File: config.mk
export PLATFORM = sky130hd
export DESIGN_NAME = lzwvd_unpack_flat
export DESIGN_NICKNAME = d
export VERILOG_FILES = /design/src/rtl/lzw_variable_width_decoder_macros.svh /design/src/rtl/lzwvd_pkg.sv /design/src/rtl/lzwvd_if.sv /design/src/rtl/lzwvd_unpack.sv /design/src/flat_wrapper.sv
export SDC_FILE = /design/constraint.sdc
export NUM_CORES = 1
export LEC_CHECK = 0
export BUFFER_PORTS_ARGS = -buffer_cell sky130_fd_sc_hd__buf_2
export CORE_MARGIN = 2
export CORE_UTILIZATION = 30
export CTS_CLUSTER_DIAMETER = 30
export CTS_CLUSTER_SIZE = 28
export DETAILED_ROUTE_END_ITERATION = 10
export SLEW_MARGIN = 20
export SYNTH_ARGS = -nofsm -noshare
export SYNTH_HDL_FRONTEND = slang
export SYNTH_SLANG_ARGS = --single-unit
File: constraint.sdc
create_clock -name clk -period 15 [get_ports clk]
set_clock_uncertainty 0.05 [all_clocks]
set_input_delay 4.5 -clock clk [delete_from_list [all_inputs] [get_ports clk]]
set_output_delay 4.5 -clock clk [all_outputs]
set_load 0.02 [all_outputs]
File: src/rtl/lzw_variable_width_decoder_macros.svh
// assertion helpers used by the expand module
`ifndef LZW_VARIABLE_WIDTH_DECODER_MACROS_SVH
`define LZW_VARIABLE_WIDTH_DECODER_MACROS_SVH

// same-cycle implication
`define LZWVD_ASSERT_IMPL(lbl, ante, cons, msg) \
  lbl: assert property (@(posedge clk) disable iff (rst) (ante) |-> (cons)) \
    else $error(msg);

// next-cycle implication
`define LZWVD_ASSERT_NEXT(lbl, ante, cons, msg) \
  lbl: assert property (@(posedge clk) disable iff (rst) (ante) |=> (cons)) \
    else $error(msg);

`endif

File: src/rtl/lzwvd_pkg.sv
`default_nettype none
package lzwvd_pkg;

  localparam int unsigned TABLE_ENTRIES       = 4096;
  localparam int unsigned CODE_W              = 12;
  localparam int unsigned FREE_W              = 13;
  localparam int unsigned LEN_W               = 12;
  localparam int unsigned OLEN_W              = 27;
  localparam int unsigned CNT_W               = 7;
  localparam int unsigned CHUNK_MAX           = 64;
  localparam int unsigned CHUNK_BYTES_DEFAULT = 64;
  localparam int unsigned CMD_FIFO_DEPTH      = 2;

  localparam logic [3:0]        CW_MIN      = 4'd9;
  localparam logic [3:0]        CW_MAX      = 4'd12;
  localparam logic [CODE_W-1:0] CLR_CODE    = 12'd256;
  localparam logic [CODE_W-1:0] END_CODE    = 12'd257;
  localparam logic [CODE_W-1:0] LIT_LIMIT   = 12'd256;
  localparam logic [FREE_W-1:0] FIRST_FREE  = 13'd258;
  localparam logic [FREE_W-1:0] FREE_LIMIT  = 13'd4096;
  localparam logic [OLEN_W-1:0] OLEN_RESET  = 27'd65536;

  typedef enum logic [2:0] {
    K_NONE,
    K_CLEAR,
    K_EOI,
    K_LITERAL,
    K_STRING,
    K_INVALID
  } cmd_kind_t;

  typedef enum logic [1:0] {
    STAT_RUN,
    STAT_COMPLETE,
    STAT_SHORT,
    STAT_INVALID
  } status_t;

  typedef enum logic [1:0] {
    PV_NONE,
    PV_CLEARED,
    PV_CODE
  } prev_mode_t;

  typedef enum logic [2:0] {
    S_IDLE,
    S_LOOKUP,
    S_FETCH,
    S_WALK,
    S_DRAIN,
    S_SEND
  } exp_state_t;

  typedef struct packed {
    logic              new_strip;
    cmd_kind_t         kind;
    logic [CODE_W-1:0] code;
    logic [CODE_W-1:0] prev;
    logic [CODE_W-1:0] slot;
  } cmd_t;

  typedef struct packed {
    logic [CODE_W-1:0] prefix;
    logic [7:0]        first;
    logic [7:0]        last;
    logic [LEN_W-1:0]  len;
  } tab_entry_t;

endpackage
`default_nettype wire

File: src/rtl/lzwvd_if.sv
`default_nettype none
interface lzwvd_in_if;
  logic       valid;
  logic       ready;
  logic [7:0] in_byte;
  logic       new_strip;

  modport source (output valid, output in_byte, output new_strip, input ready);
  modport sink (input valid, input in_byte, input new_strip, output ready);
endinterface

`default_nettype wire

File: src/rtl/lzwvd_unpack.sv
`default_nettype none
module lzwvd_unpack import lzwvd_pkg::*; (
  input  logic       clk,
  input  logic       rst,
  lzwvd_in_if.sink   code_stream,
  output logic       cmd_valid,
  output cmd_t       cmd,
  input  logic       cmd_ready
);

  logic [23:0]       bitbuf, bitbuf_next;
  logic [4:0]        held, held_next;
  logic [3:0]        width, width_next;
  logic [FREE_W-1:0] free_idx, free_idx_next;
  prev_mode_t        mode, mode_next;
  logic [CODE_W-1:0] prev_code, prev_code_next;

  logic [23:0]       buf_s, buf_cat, buf_shift;
  logic [4:0]        held_s, held_cat, held_left;
  logic [3:0]        width_s;
  logic [FREE_W-1:0] free_s, free_inc, grow_at;
  prev_mode_t        mode_s;
  logic [CODE_W-1:0] prev_s, code, code_mask;
  logic              have;
  logic              accept;

  assign code_stream.ready = cmd_ready;
  assign cmd_valid         = code_stream.valid;
  assign accept            = code_stream.valid && cmd_ready;

  always_comb begin
    buf_s   = code_stream.new_strip ? '0 : bitbuf;
    held_s  = code_stream.new_strip ? '0 : held;
    width_s = code_stream.new_strip ? CW_MIN : width;
    free_s  = code_stream.new_strip ? FIRST_FREE : free_idx;
    mode_s  = code_stream.new_strip ? PV_NONE : mode;
    prev_s  = code_stream.new_strip ? '0 : prev_code;

    // codes are packed msb first
    buf_cat   = {buf_s[15:0], code_stream.in_byte};
    held_cat  = held_s + 5'd8;
    have      = held_cat >= {1'b0, width_s};
    held_left = held_cat - {1'b0, width_s};
    buf_shift = buf_cat >> held_left;
    code_mask = 12'((13'd1 << width_s) - 13'd1);
    code      = buf_shift[CODE_W-1:0] & code_mask;
    free_inc  = free_s + 13'd1;
    grow_at   = (13'd1 << width_s) - 13'd1;

    bitbuf_next    = buf_cat;
    held_next      = held_cat;
    width_next     = width_s;
    free_idx_next  = free_s;
    mode_next      = mode_s;
    prev_code_next = prev_s;

    cmd.new_strip = code_stream.new_strip;
    cmd.kind      = K_NONE;
    cmd.code      = code;
    cmd.prev      = prev_s;
    cmd.slot      = free_s[CODE_W-1:0];

    if (have) begin
      bitbuf_next = buf_cat & ((24'd1 << held_left) - 24'd1);
      held_next   = held_left;
      priority if (code == CLR_CODE) begin
        cmd.kind      = K_CLEAR;
        free_idx_next = FIRST_FREE;
        width_next    = CW_MIN;
        mode_next     = PV_CLEARED;
      end else if (code == END_CODE) begin
        cmd.kind = K_EOI;
      end else if (mode_s == PV_CLEARED) begin
        if (code >= LIT_LIMIT) begin
          cmd.kind = K_INVALID;
        end else begin
          cmd.kind       = K_LITERAL;
          mode_next      = PV_CODE;
          prev_code_next = code;
        end
      end else if (mode_s == PV_NONE || free_s >= FREE_LIMIT || {1'b0, code} > free_s) begin
        cmd.kind = K_INVALID;
      end else begin
        cmd.kind       = K_STRING;
        free_idx_next  = free_inc;
        // early change: widen as the next slot reaches 2^width - 1
        if (width_s < CW_MAX && free_inc == grow_at) begin
          width_next = width_s + 4'd1;
        end
        mode_next      = PV_CODE;
        prev_code_next = code;
      end
    end
  end

  always_ff @(posedge clk) begin
    if (rst) begin
      bitbuf    <= '0;
      held      <= '0;
      width     <= CW_MIN;
      free_idx  <= FIRST_FREE;
      mode      <= PV_NONE;
      prev_code <= '0;
    end else if (accept) begin
      bitbuf    <= bitbuf_next;
      held      <= held_next;
      width     <= width_next;
      free_idx  <= free_idx_next;
      mode      <= mode_next;
      prev_code <= prev_code_next;
    end
  end

endmodule
`default_nettype wire

File: src/flat_wrapper.sv
// flat-port wrapper written by rule: the top's interface ports become plain ports
module lzwvd_unpack_flat import lzwvd_pkg::*;
  (clk, rst, cmd_valid, cmd, cmd_ready, code_stream_valid, code_stream_in_byte, code_stream_new_strip, code_stream_ready);
  lzwvd_in_if code_stream_i ();
  input  logic clk;
  input  logic rst;
  output logic cmd_valid;
  output cmd_t cmd;
  input  logic cmd_ready;
  input wire logic [$bits(code_stream_i.valid)-1:0] code_stream_valid;
  input wire logic [$bits(code_stream_i.in_byte)-1:0] code_stream_in_byte;
  input wire logic [$bits(code_stream_i.new_strip)-1:0] code_stream_new_strip;
  output wire logic [$bits(code_stream_i.ready)-1:0] code_stream_ready;
  assign code_stream_i.valid = code_stream_valid;
  assign code_stream_i.in_byte = code_stream_in_byte;
  assign code_stream_i.new_strip = code_stream_new_strip;
  assign code_stream_ready = code_stream_i.ready;
  lzwvd_unpack u_core (.clk(clk), .rst(rst), .code_stream(code_stream_i), .cmd_valid(cmd_valid), .cmd(cmd), .cmd_ready(cmd_ready));
endmodule
[Word-level counts from Yosys, hierarchy flattened]
Cells that the tools add are included.
Word-level totals
  bits in registers: 52
  bits of input ports: 13
  output and inout bits: 42
  word-level logic and storage cells: 68
Operators by class
  add/sub/neg operators: 6
  magnitude comparators: 5
  equality and inequality tests: 4
  shifts and indexed selects: 3
  mux-type cells: 37
  bitwise operators: 2
  reduce and logical (&&, ||, !) cells: 5
Operators by type and width (number)
  $mux W12: 7
  $mux W13: 6
  $mux W16: 2
  $mux W4: 7
  $eq A12 B9 Y1 const B: 2
  $shr A24 B5 Y12: 1
  $and A16 B16 Y16: 1
  $shl A1 B5 Y16 const A: 1
  $sub A16 B1 Y16 const B: 1
  $mux W3: 5
  $mux W2: 7
  $add A13 B1 Y13 const B: 1
  $eq A13 B13 Y1: 1
  $ge A13 B13 Y1 const B: 1
  $gt A12 B13 Y1: 1
  $shl A1 B4 Y13 const A: 1
  $sub A13 B1 Y13 const B: 1
  $and A12 B12 Y12: 1
  $ge A12 B9 Y1 const B: 1
  $mux W5: 2
  $add A5 B4 Y5 const B: 1
  $ge A5 B4 Y1: 1
  $sub A5 B4 Y5: 1
  $add A4 B1 Y4 const B: 1
  other kinds (6): 8

[Logic depth before layout (Yosys ltp)]
  depth after elaboration: 12
  mapped depth: 30
  mapped depth without buffers: 21

[Worst setup path after synthesis]
OpenSTA, ideal clock, no wires.
  path type: input-to-output
  from: in code_stream_new_strip
  to: out cmd[36] (netlist bit)
  arrival: 9825 ps
  required time: 10450 ps
  path slack: 625 ps
  cell stages on the path: 23
  path buffers: 7
  cell sequence: buf_2 -> buf_6 -> buf_6 -> buf_6 -> clkbuf_1 -> or2_2 -> ha_1 -> fa_1 -> buf_4 -> nor3b_1 -> a211o_1 -> xnor2_1 -> buf_2 -> nor4_1 -> a21oi_1 -> o32ai_1 -> ha_1 -> and4_1 -> and3_1 -> nand3_1 -> o21a_1 -> a21oi_2 -> nor3_1
RTL lines
  start: declaration: RTL line flat_wrapper.sv:12  | input wire logic [$bits(code_stream_i.new_strip)-1:0] code_stream_new_strip;
  end: declaration: RTL line flat_wrapper.sv:8  | output cmd_t cmd;

==> results.toml <==
[synthesis]
synth_area_um2 = 5980
synth_top_flop_cell = "dfxtp_1"
ys_seq_area_share_pct = 17.4
synth_edf_count = 0
synth-async-reset-ratio_pct = 0
synth_top_area_share_pct = 17.4
synth_top_area_cell = "dfxtp_1"
synth_cell_type_count = 90
avgSynthCellArea_um2 = 7.45
synth_fp_nets = 837
yosysWarningCount = 0
netlist_top_cells_area = "dfxtp_1 (17%), mux2i_1 (7.7%), nand2_1 (5.3%), a21oi_1 (5.2%), ha_1 (4.2%)"
syn_inst = 803
synth-seq-cells = 52

[final_layout]
n_fill_cell = 2146
layout-drive-gt1-share_pct = 15.2
antennaDiodeCount = 0
syn_to_final_growth_pct = 10.1
fin_nets = 861
fin_cells = 1093

[sta]
hold_viol = 0
worstMarginPinSlew_ps = 1130
finalSetupViolations = 0
min_period_ps = 14610
rsz0062_at_grt = "false"
max_freq_mhz = 68.4
slew_headroom_pct = 24.4
slew_violations = 0
setup_tns_ps = 0
final.period_utilization_pct = 97.4

[outcome]
status = "complete, no violations"

[placed_design]
detailed_place_hpwl_mm = 16.3
portBuffers = 54
gp_congestion = 0.977
dp_cells = 1085

[floorplan]
die_y_um = 145
coreArea_um2 = 19500
io_pins = 55
row_count = 51
start_util_pct = 30.6
dieArea_um2 = 21100
die_x_um = 145

[global_routing]
antenna_found_initial = 0
grt_max_degree = 37
grt_pass1_vias = 6100
grt_pass1_wl_mm = 34.6
overflow = 0
grt_util_all_layers_pct = 20.6

[setup_path]
rr_worst_depth = 18
cpLargestDelayFamily = "simple AND/OR/NAND/NOR gates"
criticalPathCategory = "primary input to output pin"
critPathArrivalTime_ps = 10060
crit-reg2reg-launch = "u_core.width[3]"
start_kind = "primary input"
path_cells = "buf_2 -> or2_2 -> clkinv_1 -> ha_1 -> inv_2 -> o2111a_1 -> nor3_2 -> nand3_2 -> o221ai_1 -> a21oi_1 -> ha_1 -> and4_1 -> nand2_1 -> a41oi_1 -> o21a_1 -> a21oi_2 -> nor3_1 -> buf_2"
critPathMaxStageDelay_ps = 760
cp-end-kind = "output pin"
crit_buf_inv = 4
startpoint = "code_stream_new_strip"
critical_path.slowest_cell = "nor3_2"
ff2ff_setup_slack_ps = 8540
rr_endpoint = "u_core.free_idx[1]"
path_depth = 18
required_ps = 10450
critPathMaxFanout = 29

[hold_path]
hp-class = "register to register"
hold_depth = 2
min_from = "u_core.prev_code[5]"
holdPathEnd = "u_core.prev_code[5]"

[route]
dr.pass1.iters = 5
avgViaCountPerCell = 5.95
ant_nets = 0
post-route-drc-count = 0
dr_total_vias = 6504
finalWirelength_mm = 22.2
wl_per_cell_um = 20.4
drtIter0Drc = 751

[clock_tree]
clk_latency_ps = 320
cts_buffers = 5
cts_max_level = 2
hold_buffers = 0
root_buffer = "clkbuf_16"
cts_buffer_depth = 2
path_clk_slew_ps = 70
cts_sinks = 52
cts_tree = "built"

[flow_run]
maxCapViolCount = 0

[pwr]
p_leak_nw = 2.49
power_w = 0.000375
vdd_ir_drop_max_uv = 42.8
power_density_nw_per_um2 = 57.0
-- layout by cell type, fill, tap and decap left out, types with 5 or more instances in the layout --
cell type,netlist,layout
or4_1,5,5
o21a_1,9,9
nor2b_1,25,25
a21oi_1,62,62
xor2_1,6,6
nand2_1,85,85
a32o_1,5,5
buf_2,11,54
nor3_1,21,21
nor4b_1,5,5
o21ai_1,7,7
nand3_1,24,24
or2_2,5,5
nor2_1,58,58
and2_1,7,7
inv_1,35,35
nor4_1,7,7
o31ai_1,6,6
a211oi_1,7,7
a21o_1,6,6
a22oi_1,10,10
o21ai_0,38,38
nand2b_1,6,6
and3_1,7,7
dfxtp_1,52,52
mux2i_1,46,46
mux2_2,9,9
a31oi_1,15,15
or3_1,13,13
o211ai_1,13,13
a32oi_1,5,5
buf_4,8,23
xnor2_1,16,16
nand4_1,8,8
nand3b_1,7,7
clkbuf_16,0,5
a211o_1,5,5
ha_1,20,20
-- area by class of cell --
class	count	area [um2]	area share [%]
inverters	39	146	2.22
flip-flops and latches	52	1040	15.8
repair buffers	77	443	6.73
clock inverters	1	8.76	0.133
multi-input cells	652	4480	68.0
well taps	265	332	5.04
clock buffers	7	133	2.01
-- synth_stat cells, types with 4 or more instances --
cell type / n
nor4b_1: 5
a211o_1: 5
nor2b_1: 25
a221oi_1: 4
buf_2: 11
mux2i_1: 46
clkbuf_1: 34
a21o_1: 6
nand2b_1: 6
o31ai_1: 6
ha_1: 20
mux2_2: 9
nand3_1: 24
o22ai_1: 4
o21ai_1: 7
buf_4: 8
a32oi_1: 5
xor2_1: 6
nand3b_1: 7
nor4_1: 7
a22oi_1: 10
o211ai_1: 13
dfxtp_1: 52
a211oi_1: 7
nand2_1: 85
a21oi_1: 62
a32o_1: 5
inv_1: 35
o21a_1: 9
nand4_1: 8
xnor2_1: 16
or4_1: 5
a31oi_1: 15
and2_1: 7
o21ai_0: 38
nor3_1: 21
nor2_1: 58
or3_1: 13
buf_6: 6
or2_2: 5
and3_1: 7
-- worst max path at each step --
| stage | end | slack [ps] |
|---|---|---|
| after CTS | cmd[36] | 510 |
| after floorplan | cmd[36] | 630 |
| after global placement | cmd[36] | 600 |
| after detailed placement | cmd[36] | 530 |
| final | cmd[36] | 390 |
| after global routing | cmd[36] | 3 |
-- metal layers --
layer | vias to the layer above | wire [um] | track usage (%)
met5 | - | 0 | 0
met4 | 0 | 590 | 6.67
li1 | 3037 | - | -
met2 | 334 | 9980 | 32.3
met1 | 3086 | 9620 | 27.9
met3 | 47 | 2060 | 4.59
-- sequential cells by signal, summed over array words and instances (netlist names) --
register / count
u_core.bitbuf: 16
u_core.free_idx: 13
u_core.prev_code: 12
u_core.held: 5
u_core.width: 4
u_core.mode: 2
-- repair_timing --
item	4_1_cts	5_1_grt
buffers inserted	0	0
endpoints found under the setup margin	0	1
gates resized for setup	0	1
hold endpoints to repair	0	0
-- logic make-up after synthesis --
family                     count (synthesis)  share of synthesized area [%]
AOI/OAI and AO/OA                        242                           28.2
adders and majority gates                 21                           4.52
DFF                                       52                           17.4
xor gates and xnor gates                  28                           5.27
buffers and inverters                     99                           7.70
and+or+nand+nor                          304                           26.8
muxes                                     57                           10.1
-- worst reg2reg max path, stage by stage (launching register included) --
cell,delay (ps)
dfxtp_1,630
or2_2,330
clkinv_1,340
ha_1,560
inv_2,100
o2111a_1,160
nor3_2,760
nand3_2,440
o221ai_1,440
a21oi_1,160
ha_1,320
and4_1,250
nand2_1,80
a41oi_1,260
o21a_1,350
nand2b_1,220
a21oi_2,130
or3_1,510
o31a_1,280
-- power by group --
group,internal [W],leakage (nW),switching [W]
Clock,0.0000627,0.0681,0.0000589
Sequential,0.000140,0.421,0.00000347
Combinational,0.0000344,2.00,0.0000756
Total,0.000237,2.49,0.000138
-- metrics by stage --
stage / hold WS, ps / worst slack, ps / instance area [um2] / utilization, %
6_report: 409 / 386 / 6580 / 33.7
5_1_grt: 432 / 2.80 / 6580 / 33.7
4_1_cts: 413 / 509 / 6580 / 33.7
3_5_place_dp: 399 / 526 / 6440 / 33.0
3_3_place_gp: 390 / 599 / 6440 / 33.0
2_1_floorplan: 375 / 625 / 5980 / -
Power figures use the tool's default switching activity.
