===== config.mk =====
export PLATFORM = sky130hd
export DESIGN_NAME = lzwvd_cmd_fifo
export DESIGN_NICKNAME = d
export VERILOG_FILES = /design/src/rtl/lzw_variable_width_decoder_macros.svh /design/src/rtl/lzwvd_pkg.sv /design/src/rtl/lzwvd_cmd_fifo.sv
export SDC_FILE = /design/constraint.sdc
export NUM_CORES = 1
export LEC_CHECK = 0
export BUFFER_PORTS_ARGS = -buffer_cell sky130_fd_sc_hd__buf_4
export CORE_AREA = 5 5 100 84
export CTS_CLUSTER_SIZE = 40
export DETAILED_ROUTE_END_ITERATION = 6
export DIE_AREA = 0 0 105 89
export PLACE_DENSITY_LB_ADDON = 0.2
export SETUP_SLACK_MARGIN = 0.3
export SLEW_MARGIN = 0
export SYNTH_ARGS = -nofsm -noshare
export SYNTH_HDL_FRONTEND = slang
export SYNTH_SLANG_ARGS = --single-unit

===== constraint.sdc =====
create_clock -name clk -period 2.6 [get_ports clk]
set_input_delay 0.52 -clock clk [delete_from_list [all_inputs] [get_ports clk]]
set_output_delay 0.52 -clock clk [all_outputs]
set_load 0.03 [all_outputs]

===== src/rtl/lzw_variable_width_decoder_macros.svh =====
// assertion helpers used by the expand module
`ifndef LZW_VARIABLE_WIDTH_DECODER_MACROS_SVH
`define LZW_VARIABLE_WIDTH_DECODER_MACROS_SVH

// same-cycle implication
`define LZWVD_ASSERT_IMPL(lbl, ante, cons, msg) \
  lbl: assert property (@(posedge clk) disable iff (rst) (ante) |-> (cons)) \
    else $error(msg);

// next-cycle implication
`define LZWVD_ASSERT_NEXT(lbl, ante, cons, msg) \
  lbl: assert property (@(posedge clk) disable iff (rst) (ante) |=> (cons)) \
    else $error(msg);

`endif


===== src/rtl/lzwvd_pkg.sv =====
`default_nettype none
package lzwvd_pkg;

  localparam int unsigned TABLE_ENTRIES       = 4096;
  localparam int unsigned CODE_W              = 12;
  localparam int unsigned FREE_W              = 13;
  localparam int unsigned LEN_W               = 12;
  localparam int unsigned OLEN_W              = 27;
  localparam int unsigned CNT_W               = 7;
  localparam int unsigned CHUNK_MAX           = 64;
  localparam int unsigned CHUNK_BYTES_DEFAULT = 64;
  localparam int unsigned CMD_FIFO_DEPTH      = 2;

  localparam logic [3:0]        CW_MIN      = 4'd9;
  localparam logic [3:0]        CW_MAX      = 4'd12;
  localparam logic [CODE_W-1:0] CLR_CODE    = 12'd256;
  localparam logic [CODE_W-1:0] END_CODE    = 12'd257;
  localparam logic [CODE_W-1:0] LIT_LIMIT   = 12'd256;
  localparam logic [FREE_W-1:0] FIRST_FREE  = 13'd258;
  localparam logic [FREE_W-1:0] FREE_LIMIT  = 13'd4096;
  localparam logic [OLEN_W-1:0] OLEN_RESET  = 27'd65536;

  typedef enum logic [2:0] {
    K_NONE,
    K_CLEAR,
    K_EOI,
    K_LITERAL,
    K_STRING,
    K_INVALID
  } cmd_kind_t;

  typedef enum logic [1:0] {
    STAT_RUN,
    STAT_COMPLETE,
    STAT_SHORT,
    STAT_INVALID
  } status_t;

  typedef enum logic [1:0] {
    PV_NONE,
    PV_CLEARED,
    PV_CODE
  } prev_mode_t;

  typedef enum logic [2:0] {
    S_IDLE,
    S_LOOKUP,
    S_FETCH,
    S_WALK,
    S_DRAIN,
    S_SEND
  } exp_state_t;

  typedef struct packed {
    logic              new_strip;
    cmd_kind_t         kind;
    logic [CODE_W-1:0] code;
    logic [CODE_W-1:0] prev;
    logic [CODE_W-1:0] slot;
  } cmd_t;

  typedef struct packed {
    logic [CODE_W-1:0] prefix;
    logic [7:0]        first;
    logic [7:0]        last;
    logic [LEN_W-1:0]  len;
  } tab_entry_t;

endpackage
`default_nettype wire


===== src/rtl/lzwvd_cmd_fifo.sv =====
`default_nettype none
module lzwvd_cmd_fifo import lzwvd_pkg::*; (
  input  logic clk,
  input  logic rst,
  input  logic push_valid,
  input  cmd_t push_data,
  output logic push_ready,
  output logic pop_valid,
  output cmd_t pop_data,
  input  logic pop_ready
);

  localparam int unsigned AW = $clog2(CMD_FIFO_DEPTH);

  cmd_t          slots [CMD_FIFO_DEPTH];
  logic [AW-1:0] wr_ptr;
  logic [AW-1:0] rd_ptr;
  logic [AW:0]   count;
  logic          push;
  logic          pop;

  assign push_ready = (count != (AW+1)'(CMD_FIFO_DEPTH));
  assign pop_valid  = (count != '0);
  assign pop_data   = slots[rd_ptr];
  assign push       = push_valid && push_ready;
  assign pop        = pop_valid && pop_ready;

  always_ff @(posedge clk) begin
    if (rst) begin
      wr_ptr <= '0;
      rd_ptr <= '0;
      count  <= '0;
    end else begin
      if (push) begin
        wr_ptr <= (wr_ptr == AW'(CMD_FIFO_DEPTH - 1)) ? '0 : wr_ptr + AW'(1);
      end
      if (pop) begin
        rd_ptr <= (rd_ptr == AW'(CMD_FIFO_DEPTH - 1)) ? '0 : rd_ptr + AW'(1);
      end
      if (push && !pop) begin
        count <= count + (AW+1)'(1);
      end else if (pop && !push) begin
        count <= count - (AW+1)'(1);
      end
    end
  end

  always_ff @(posedge clk) begin
    if (push) begin
      slots[wr_ptr] <= push_data;
    end
  end

endmodule
`default_nettype wire


# Yosys cells after proc, flatten, opt, wreduce, memory -nomap -nowiden
# Memories as Yosys holds them, arrays and structs flattened. A register that Yosys moved wholly into a read port is not among the register bits.
# Index checks and enable logic that the tools add are counted.
# totals
mem_count,1
output_inout_bits,42
ram_bits,80
inputBits,44
reg_bits,4
# memory_table
name,words,word_bits,read_ports,rd_clocked_by_memory_dff,write_ports,line_no,source
slots,2,40,1,1,1,lzwvd_cmd_fifo.sv:15,cmd_t slots [CMD_FIFO_DEPTH];
# op_classes
mux,8
n_reduce_logical,8
add_sub_neg,4
n_eq_ne,1
# ops
op,n
1-bit 2-to-1 mux,6
1-bit logical AND,4
2-bit 2-to-1 mux,2
2-bit nonzero test,2
"1-bit adder, second input constant",2
"2-bit by 1-bit adder with 2-bit output, second input constant",1
1-bit logical NOT,2
"2-bit inequality test, second input constant",1
"2-bit by 1-bit subtractor with 2-bit output, second input constant",1

# Longest topological paths before layout
# Gate-level depths: netlist of run 1.
# depth
ltp_word,6
depth_mapped,6
ltp_nobuf,6

# Least setup slack after synthesis of run 1
# Ideal clock, no wire load.
# synth_path
path_type,register to register
start,reg count[0]
end,"mem slots[1][0] in the netlist's numbering, enable pin"
path_stages_with_launch,3
period_less_slack_ns,2.227
t_required_ns,2.199
arrival_ns,1.825
setup_ns,0.401
slack_ns,0.373
cell_sequence,dfxtp_1 nand2b_1 and3_1
# synth_via
elab_chain_cells,4
# synth_rtl
item,line_no,source
"start, declared",lzwvd_cmd_fifo.sv:18,logic [AW:0] count;
"start signal, assigned",lzwvd_cmd_fifo.sv:41,count <= count + (AW+1)'(1);
"start signal, assigned",lzwvd_cmd_fifo.sv:43,count <= count - (AW+1)'(1);
2-bit inequality test,lzwvd_cmd_fifo.sv:22,assign push_ready = (count != (AW+1)'(CMD_FIFO_DEPTH));
named net push_ready,lzwvd_cmd_fifo.sv:7,"output logic push_ready,"
1-bit logical AND,lzwvd_cmd_fifo.sv:25,assign push = push_valid && push_ready;
1-bit 2-to-1 mux,lzwvd_cmd_fifo.sv:49,if (push) begin
1-bit 2-to-1 mux (not written as such),lzwvd_cmd_fifo.sv:50,slots[wr_ptr] <= push_data;
"end, declared",lzwvd_cmd_fifo.sv:15,
# The timed path passes the listed nets, and every way through them passes these cells.

==> metrics.yaml, run 1 <==
worst_setup_path:
  critical_path_required_ns: 2.08
  setup.worst_path.start_class: "flop"
  critPathKind: "reg -> out"
  arrival_ns: 1.48
  cp_max_fo: 40
  cp-end-kind: "primary output"
power_and_ir_drop:
  power_per_cell_area_nw_per_um2: 991
  p_leak_nw: 1.52
  ir_worst_vdd_uv: 613
global_routing:
  grt-ovfl-total: 0
  grt_pass1_vias: 1779
  grt_pass1_wl_mm: 8.51
  grt_usage_pct: 12.1
  antenna_found_initial: 0
  grt_max_degree: 41
sta:
  fmax_mhz: 501
  tightest_slew_ns: 0.557
  fin_crit_sh_pct: 76.7
  setup_violations: 0
  relSlewSlack_pct: 62.8
  min_period_ns: 2.00
  drv_slew: 0
  skew_ns: 0.00701
  whs_ns: 0.364
  rsz0062_at_grt: "false"
  fin_setup_tns_ns: 0
  hold_violations: 0
route:
  avgViaCountPerCell: 4.78
  firstDrtPassIters: 6
  drt-initial-drc-count: 47
  wl_mm: 5.45
  drcViolationCount: 0
  final_antenna_net_count: 0
  via_count: 1615
  wl_per_cell_um: 16.1
clock_network:
  hold_buffers: 0
  ctsResizeCount: 0
  cts_tree: "yes"
  cts_sinks: 85
  clockBufferDepth: 2
  clock-root-buffer: "clkbuf_8"
  htreeDepth: 3
  path_clk_slew_ns: 0.08
  cts_setup_buffers: 0
  cts_inserted_buffers: 9
  clkLatencyLatePin_ns: 0.33
die:
  die_w_um: 105
  die_y_um: 89
  die_area_um2: 9350
  placementRows: 28
  initial_utilization_pct: 42.9
  core_um2: 7220
  io-pin-count: 86
logic_synthesis:
  ys_seq_area_share_pct: 80.8
  synth.avg_cell_area_um2: 20.9
  yosysTopAreaCell: "edfxtp_1"
  synth_cell_type_count: 17
  synth_area_leaders: "edfxtp_1 (78%), mux2_2 (15%), dfxtp_1 (3.2%)"
  synthesis.nets: 193
  synth.top_cell.area_share_pct: 77.6
  netlist_area_um2: 3100
  ys_warn_count: 0
  synthCells: 148
  ys_seq_elements: 85
hold_path:
  hold_path.class: "in -> reg"
finish:
  drive_gt1_share_pct: 58.5
  synthToLayoutAreaGrowth_pct: 31.1
  diodes: 0
  final_cell_mix: "buf_4 (86), edfxtp_1 (80), mux2_2 (40)"
  final_cell_area_um2: 4060
  finalNetCount: 288
  layout_commonest_cell: "buf_4"
place:
  dpl.hpwl_mm: 3.62
  gp_congestion: 0.700
  port_buffers: 85
  placed_area_um2: 3880
job:
  max_cap_violations: 0
outcome:
  status: "complete, no violations"
worst paths after layout:
path                startpoint           end  slack (ns)  cells past startpoint
setup / recovery          flop  pop_data[13]        0.60                      3
setup reg to reg      count[0]   slots[1][8]        0.89                      3
hold reg to reg         rd_ptr        rd_ptr        0.52                      2
hold / removal    push_data[9]   slots[0][9]        0.36                      1
cell families (layout without fill, tap and decap cells):
| group | after synthesis | in the layout | synth area share (%) |
|---|---|---|---|
| flops | 85 | 85 | 80.8 |
| mux | 40 | 40 | 14.6 |
| simple gates | 9 | 9 | 1.62 |
| compound gates | 5 | 5 | 0.970 |
| buf+inv | 5 | 105 | 0.768 |
| xor+xnor | 3 | 3 | 0.849 |
| fa+ha+maj | 1 | 1 | 0.404 |
stage by stage:
stage / total power, mW / util (%) / setup slack [ns] / std cells
after CTS: 4.09 / 56.2 / 0.564 / 338
after detailed placement: 3.22 / 53.7 / 0.885 / 322
after global placement: 3.20 / 53.7 / 0.915 / 322
after floorplan: 2.70 / - / 0.373 / 148
final: 4.02 / 56.2 / 0.605 / 338
after global routing: 4.24 / 56.2 / 0.518 / 338
cell usage after synthesis:
library cell  number
dfxtp_1            5
buf_2              4
ha_1               1
a21bo_2            1
and3_1             1
or2_2              1
nand2b_1           1
nand3b_1           1
or3_1              1
xor2_1             3
mux2_2            40
a21oi_1            2
edfxtp_1          80
nor2_1             3
inv_1              1
o21ai_0            2
and2_1             1
worst max-delay path, cell delays in order, from the launching register on:
cell,delay [ns]
dfxtp_2,0.34
buf_12,0.24
mux2_2,0.39
buf_4,0.17
registers in the layout, summed over array words and instances (netlist names), named ones only:
name and count:
rd_ptr 1, slots 80, wr_ptr 1, count 2
final cells by class:
| cell class | count | area [um^2] |
|---|---|---|
| multi-input combinational | 58 | 571 |
| clock inverter | 5 | 51.3 |
| clock buffer | 11 | 131 |
| inverter | 1 | 3.75 |
| tap | 90 | 113 |
| timing repair buffer | 88 | 686 |
| fill | 594 | 3160 |
| sequential | 85 | 2500 |
per-layer routing:
layer	vias up	part of all wire, %	track usage, %	wire (um)
met4	0	0.88	3.48	48
li1	763	-	-	-
met2	54	50	21.0	2750
met3	5	7.5	5.70	410
met1	793	41	13.6	2240
met5	-	0	0	0
report_power, final:
| group | total, mW | switching, mW | internal [mW] |
|---|---|---|---|
| logic | 1.41 | 0.822 | 0.584 |
| registers | 1.76 | 0.0506 | 1.71 |
| clock network | 0.854 | 0.416 | 0.438 |
| total | 4.02 | 1.29 | 2.73 |
No activity file was read; power rests on OpenSTA's default activity.
==> run 2: changes to the inputs <==
==> constraint.sdc (replaced) <==
create_clock -name clk -period 2 [get_ports clk]
set_input_delay 0.4 -clock clk [delete_from_list [all_inputs] [get_ports clk]]
set_output_delay 0.4 -clock clk [all_outputs]
set_load 0.03 [all_outputs]
==> run 2 against run 1 <==
Clock skew decreased by 0.0011 ns. Total power increased by 30%. Setup slack got worse by 0.45 ns. Die area unchanged. Register-to-register slack got worse by 0.47 ns. Final cell count increased by 1.2%. First-iteration DRC count decreased by 28%. Wire length increased by 0.44%. Sequential cell count unchanged.
==> metrics.yaml, run 2 (synthesized netlist as in run 1, its figures left out) <==
outcome:
  status: "complete, no violations"
finish:
  final_cell_mix: "buf_4 (89), edfxtp_1 (80), mux2_2 (40)"
  regMostFlops: "slots"
  synthToLayoutAreaGrowth_pct: 32.7
  multi_input_area_um2: 578  # +1.3%
  fillers: 577  # -2.9%
  register_area_um2: 2510  # about the same
  final_cell_area_um2: 4110  # +1.2%
  largestRegisters: "slots: 80 flops, count: 2 flops"
  layout_commonest_cell: "buf_4"
  finalNetCount: 292  # +1.4%
  drive_gt1_share_pct: 60.3  # +1.8 points
  largest_reg_flops: 80  # unchanged
  diodes: 0  # unchanged
worst_setup_path:
  critical_path_depth: 3  # unchanged
  worst_path_largest_cell_delay_ns: 0.40  # about the same
  cp-endpoint: "pop_data[26]"
  reg2regPathDepth: 5  # +2
  path_buf_inv: 2  # unchanged
  cp_max_fo: 19  # -53%
  critical_path_required_ns: 1.60  # -0.48 ns
  setup.worst_path.start_class: "flop"
  cpLargestDelayFamily: "flip-flops"
  r2r-start: "count[0]"
  arrival_ns: 1.44  # -0.04 ns
  rrSetupSlack_ns: 0.42  # -0.47 ns
  cp-end-kind: "primary output"
  critPathSlowestCell: "dfxtp_4"
  critPathKind: "reg -> out"
  timing.rr.end: "count[1]"
  path_cells: "buf_12, mux2_2, buf_4"
place:
  port_buffers: 85  # unchanged
  placed_area_um2: 3880  # +0.23%
  dpl.hpwl_mm: 3.70  # +2.2%
  gp_congestion: 0.763  # +8.9%
global_routing:
  grt_max_degree: 22  # -46%
  antenna_found_initial: 0  # unchanged
  grt_pass1_vias: 1664  # -6.5%
  grt-ovfl-total: 0  # unchanged
  grt_usage_pct: 11.8  # -0.34 points
  grt_pass1_wl_mm: 8.20  # -3.6%
clock_network:
  htreeDepth: 3  # unchanged
  clkLatencyLatePin_ns: 0.34  # about the same
  path_clk_slew_ns: 0.08  # about the same
  cts_tree: "yes"
  clock-root-buffer: "clkbuf_8"
  cts_sinks: 85  # unchanged
  clockBufferDepth: 2  # unchanged
  hold_buffers: 0  # unchanged
  cts_inserted_buffers: 9  # unchanged
hold_path:
  min_from: "push_data[16]"
  hold-path-cell-count: 1  # unchanged
  hold_path.class: "in -> reg"
power_and_ir_drop:
  power_per_cell_area_nw_per_um2: 1270  # +28%
  p_leak_nw: 1.53  # +0.81%
  ir_worst_vdd_uv: 796  # +30%
  total_power_mw: 5.23  # +30%
route:
  wl_mm: 5.47  # +0.44%
  final_antenna_net_count: 0  # unchanged
  avgViaCountPerCell: 4.72  # -1.2%
  drcViolationCount: 0  # unchanged
  firstDrtPassIters: 2  # -4
  via_count: 1615  # unchanged
  wl_per_cell_um: 16.0  # -0.73%
  drt-initial-drc-count: 34  # -28%
sta:
  tightest_slew_ns: 0.292  # -0.265 ns
  fin_setup_tns_ns: 0  # unchanged
  fmax_mhz: 543
  whs_ns: 0.240  # -0.124 ns
  relSlewSlack_pct: 80.3  # +17 points
  min_period_ns: 1.84
  setup_violations: 0  # unchanged
  rsz0062_at_grt: "true"
  fin_crit_sh_pct: 92.1
  hold_violations: 0  # unchanged
  skew_ns: 0.00591  # -0.00110 ns
  drv_slew: 0  # unchanged
die:
  placementRows: 28  # unchanged
  initial_utilization_pct: 42.9  # unchanged
  core_um2: 7220  # unchanged
  io-pin-count: 86  # unchanged
  die_y_um: 89  # unchanged
  die_area_um2: 9350  # unchanged
  die_w_um: 105  # unchanged
job:
  max_cap_violations: 0  # unchanged
## run 2: cell type report
| cell class | instances | share of cell area, % |
|---|---|---|
| Clock buffer | 11 | 3.20 |
| Clock inverter | 5 | 0.914 |
| Inverter | 1 | 0.183 |
| Multi-Input combinational cell | 58 | 14.1 |
| Sequential cell | 85 | 61.0 |
| Tap cell | 90 | 2.74 |
| Timing Repair Buffer | 92 | 17.9 |
## run 2: worst min-delay path by stage
stage / to
after floorplan: count[1]
after global placement: flop
after detailed placement: flop
after CTS: slots[1][1]
after global routing: slots[1][16]
final: slots[1][16]
## run 2: worst reg2reg max path, cell delays in order (launching register included)
cell	delay, ns
dfxtp_1	0.36
nand2b_4	0.17
and2_1	0.16
ha_1	0.33
or3_1	0.35
a21oi_1	0.15
## run 2: timing repair
action                     in CTS  in global routing
resized for setup               6                  1
gates cloned                    0                  1
setup buffers                   0                  0
setup endpoints to repair      40                 40
## run 2: report_power, final
| group | total, mW | switching (mW) | internal (mW) |
|---|---|---|---|
| registers | 2.31 | 0.0867 | 2.23 |
| logic | 1.90 | 1.07 | 0.829 |
| clock network | 1.02 | 0.562 | 0.453 |
| total | 5.23 | 1.72 | 3.51 |
## run 2: metrics by stage
stage | instances | util (%) | worst slack, ns
2_1_floorplan | 148 | - | 0.341
3_3_place_gp | 325 | 53.8 | 0.450
3_5_place_dp | 325 | 53.8 | 0.422
4_1_cts | 341 | 56.5 | 0.140
5_1_grt | 342 | 56.9 | 0.0945
6_report | 342 | 56.9 | 0.159
## run 2: layer usage
metal	vias to the layer above	global-route usage, %	share of wire [%]
met5	-	0	0
met3	9	6.14	8.7
met2	59	18.9	47
met4	0	4.18	1.4
met1	771	13.9	42
li1	776	-	-
==> run 3: changes to the inputs <==
--- a/config.mk
+++ b/config.mk
@@ -10,7 +10,7 @@
 export CTS_CLUSTER_SIZE = 40
 export DETAILED_ROUTE_END_ITERATION = 6
 export DIE_AREA = 0 0 105 89
-export PLACE_DENSITY_LB_ADDON = 0.2
+export PLACE_DENSITY = 0.68
 export SETUP_SLACK_MARGIN = 0.3
 export SLEW_MARGIN = 0
 export SYNTH_ARGS = -nofsm -noshare
==> constraint.sdc (replaced) <==
create_clock -name clk -period 2.2 [get_ports clk]
set_input_delay 0.44 -clock clk [delete_from_list [all_inputs] [get_ports clk]]
set_output_delay 0.44 -clock clk [all_outputs]
set_load 0.03 [all_outputs]
==> run 3 against run 2 <==
Design area increased by 1.8%. Wire length increased by 2.2%. Register-to-register slack improved by 0.16 ns. First-iteration DRC count increased by 97%. Clock power increased by 25%. Critical endpoint is now pop_data[24].
==> metrics.yaml, run 3 (synthesized netlist as in run 1, its figures left out) <==
outcome:
  status: "complete, no violations"
power_and_ir_drop:
  p_leak_nw: 1.56  # +2.0%
  ir_worst_vdd_uv: 724  # -9.0%
  power_switching_mw: 1.57  # -8.8%
  p_seq_share_pct: 41.2  # -3.1 points
  power_per_cell_area_nw_per_um2: 1220  # -4.1%
  total_power_mw: 5.10  # -2.4%
  p_clk_share_pct: 25.0  # +5.6 points
  swShare_pct: 30.7  # -2.1 points
  power.share.combinational_pct: 33.8  # -2.5 points
  p_int_mw: 3.53  # +0.67%
global_routing:
  grt_usage_pct: 12.0  # +0.21 points
  grt_pass1_vias: 1692  # +1.7%
  grt_pass1_wl_mm: 8.54  # +4.0%
  antenna_found_initial: 0  # unchanged
  grt-ovfl-total: 0  # unchanged
  grt_max_degree: 41  # +86%
worst_setup_path:
  setup.worst_path.start_class: "flop"
  critical_path_required_ns: 1.76  # +0.16 ns
  path_cells: "buf_12, mux2_2, buf_4"
  arrival_ns: 1.44  # about the same
  critPathSlowestCell: "dfxtp_4"
  cp-end-kind: "primary output"
  cp_max_fo: 17  # -2
  worst_path_largest_cell_delay_ns: 0.40  # about the same
  critPathKind: "reg -> out"
finish:
  final_cell_mix: "buf_4 (85), edfxtp_1 (80), mux2_2 (40)"
  layout_commonest_cell: "buf_4"
  largest_reg_flops: 80  # unchanged
  drive_gt1_share_pct: 60.0  # -0.32 points
  synthToLayoutAreaGrowth_pct: 35.0
  fillers: 565  # -2.1%
  regMostFlops: "slots"
  finalNetCount: 290  # -0.68%
  diodes: 0  # unchanged
  largestRegisters: "slots: 80 flops, count: 2 flops"
clock_network:
  clock-root-buffer: "clkbuf_8"
  clkLatencyLatePin_ns: 0.35  # about the same
  cts_setup_buffers: 0  # unchanged
  cts_tree: "yes"
  hold_buffers: 0  # unchanged
  path_clk_slew_ns: 0.08  # about the same
  cts_sinks: 85  # unchanged
  cts_inserted_buffers: 9  # unchanged
  htreeDepth: 3  # unchanged
  clockBufferDepth: 2  # unchanged
route:
  firstDrtPassIters: 4  # +2
  wl_per_cell_um: 16.4  # +2.8%
  final_antenna_net_count: 0  # unchanged
  avgViaCountPerCell: 4.79  # +1.5%
  drt-initial-drc-count: 67  # +97%
  drcViolationCount: 0  # unchanged
  via_count: 1629  # +0.87%
  wl_mm: 5.59  # +2.2%
die:
  io-pin-count: 86  # unchanged
  die_area_um2: 9350  # unchanged
  placementRows: 28  # unchanged
  die_y_um: 89  # unchanged
  initial_utilization_pct: 42.9  # unchanged
  core_um2: 7220  # unchanged
  die_w_um: 105  # unchanged
sta:
  skew_ns: 0.00660  # +0.000688 ns
  tightest_slew_ns: 0.337  # +0.0450 ns
  fmax_mhz: 531
  fin_crit_sh_pct: 85.5
  min_period_ns: 1.88
  hold_violations: 0  # unchanged
  setup_violations: 0  # unchanged
  fin_setup_tns_ns: 0  # unchanged
  rsz0062_at_grt: "true"
  drv_slew: 0  # unchanged
  relSlewSlack_pct: 77.3  # -3.0 points
place:
  gp_congestion: 0.693  # -9.2%
  port_buffers: 85  # unchanged
  dpl.hpwl_mm: 3.62  # -2.0%
job:
  max_cap_violations: 0  # unchanged
hold_path:
  hold_path.class: "in -> reg"
## run 3: cell count changes in the layout (fill, tap and decap cells not counted)
cell / delta
nand2b_4: -1
buf_12: +2
nand2b_1: +1
clkinvlp_4: -1
bufinv_16: +3
clkbuf_1: -1
clkinv_4: -1
buf_4: -4
## run 3: final timing paths
| kind | end | depth (start not counted) | slack [ns] | start |
|---|---|---|---|---|
| min reg2reg | rd_ptr | 2 | 0.52 | rd_ptr |
| max | pop_data[24] | 3 | 0.32 | flop |
| min | slots[1][19] | 1 | 0.27 | push_data[19] |
| max reg2reg | count[1] | 5 | 0.58 | count[0] |
## run 3: critical path: cells and delay by family, from the launching register on
| kind | cells | cell delay (ns) |
|---|---|---|
| mux | 1 | 0.35 |
| flops | 1 | 0.40 |
| buf+inv | 2 | 0.34 |
## run 3: final cells by class
class / count / area, um^2 / share of cell area, %
clock inverter: 6 / 111 / 2.66
sequential: 85 / 2510 / 60.0
tap: 90 / 113 / 2.69
multi-input combinational: 58 / 571 / 13.7
clock buffer: 10 / 128 / 3.05
timing repair buffer: 90 / 743 / 17.8
inverter: 1 / 7.51 / 0.180
## run 3: per-stage QoR
| stage | std cells | hold slack (ns) | utilization, % | setup WS [ns] | area, um^2 |
|---|---|---|---|---|---|
| CTS | 339 | 0.250 | 57.3 | 0.278 | 4140 |
| floorplan | 148 | 0.471 | - | 0.333 | 3100 |
| detailed placement | 323 | 0.494 | 53.9 | 0.578 | 3890 |
| finish | 340 | 0.271 | 57.9 | 0.318 | 4180 |
| global placement | 323 | 0.485 | 53.9 | 0.591 | 3890 |
| global route | 340 | 0.243 | 57.9 | 0.252 | 4180 |
## run 3: timing repair
| item | in CTS | in global routing |
|---|---|---|
| gates resized for setup | 3 | 4 |
| endpoints found under the hold margin | 0 | 0 |
| endpoints found under the setup margin | 40 | 40 |
| cloned | 0 | 1 |
## run 3: power by group through the flow
stage | sequential [mW] | clock (mW) | combinational (mW)
6_report | 2.10 | 1.28 | 1.73
5_1_grt | 2.12 | 1.39 | 1.83
4_1_cts | 2.09 | 1.31 | 1.70
3_5_place_dp | 2.12 | 0 | 1.68
3_3_place_gp | 2.11 | 0 | 1.67
2_1_floorplan | 2.10 | 0 | 1.09
## run 3: metal layers
| layer | track usage [%] | routed length [um] | vias to the layer above |
|---|---|---|---|
| li1 | - | - | 770 |
| met1 | 15.2 | 2450 | 790 |
| met2 | 18.5 | 2670 | 59 |
| met3 | 5.99 | 396 | 10 |
| met4 | 3.48 | 67 | 0 |
| met5 | 0 | 0 | - |
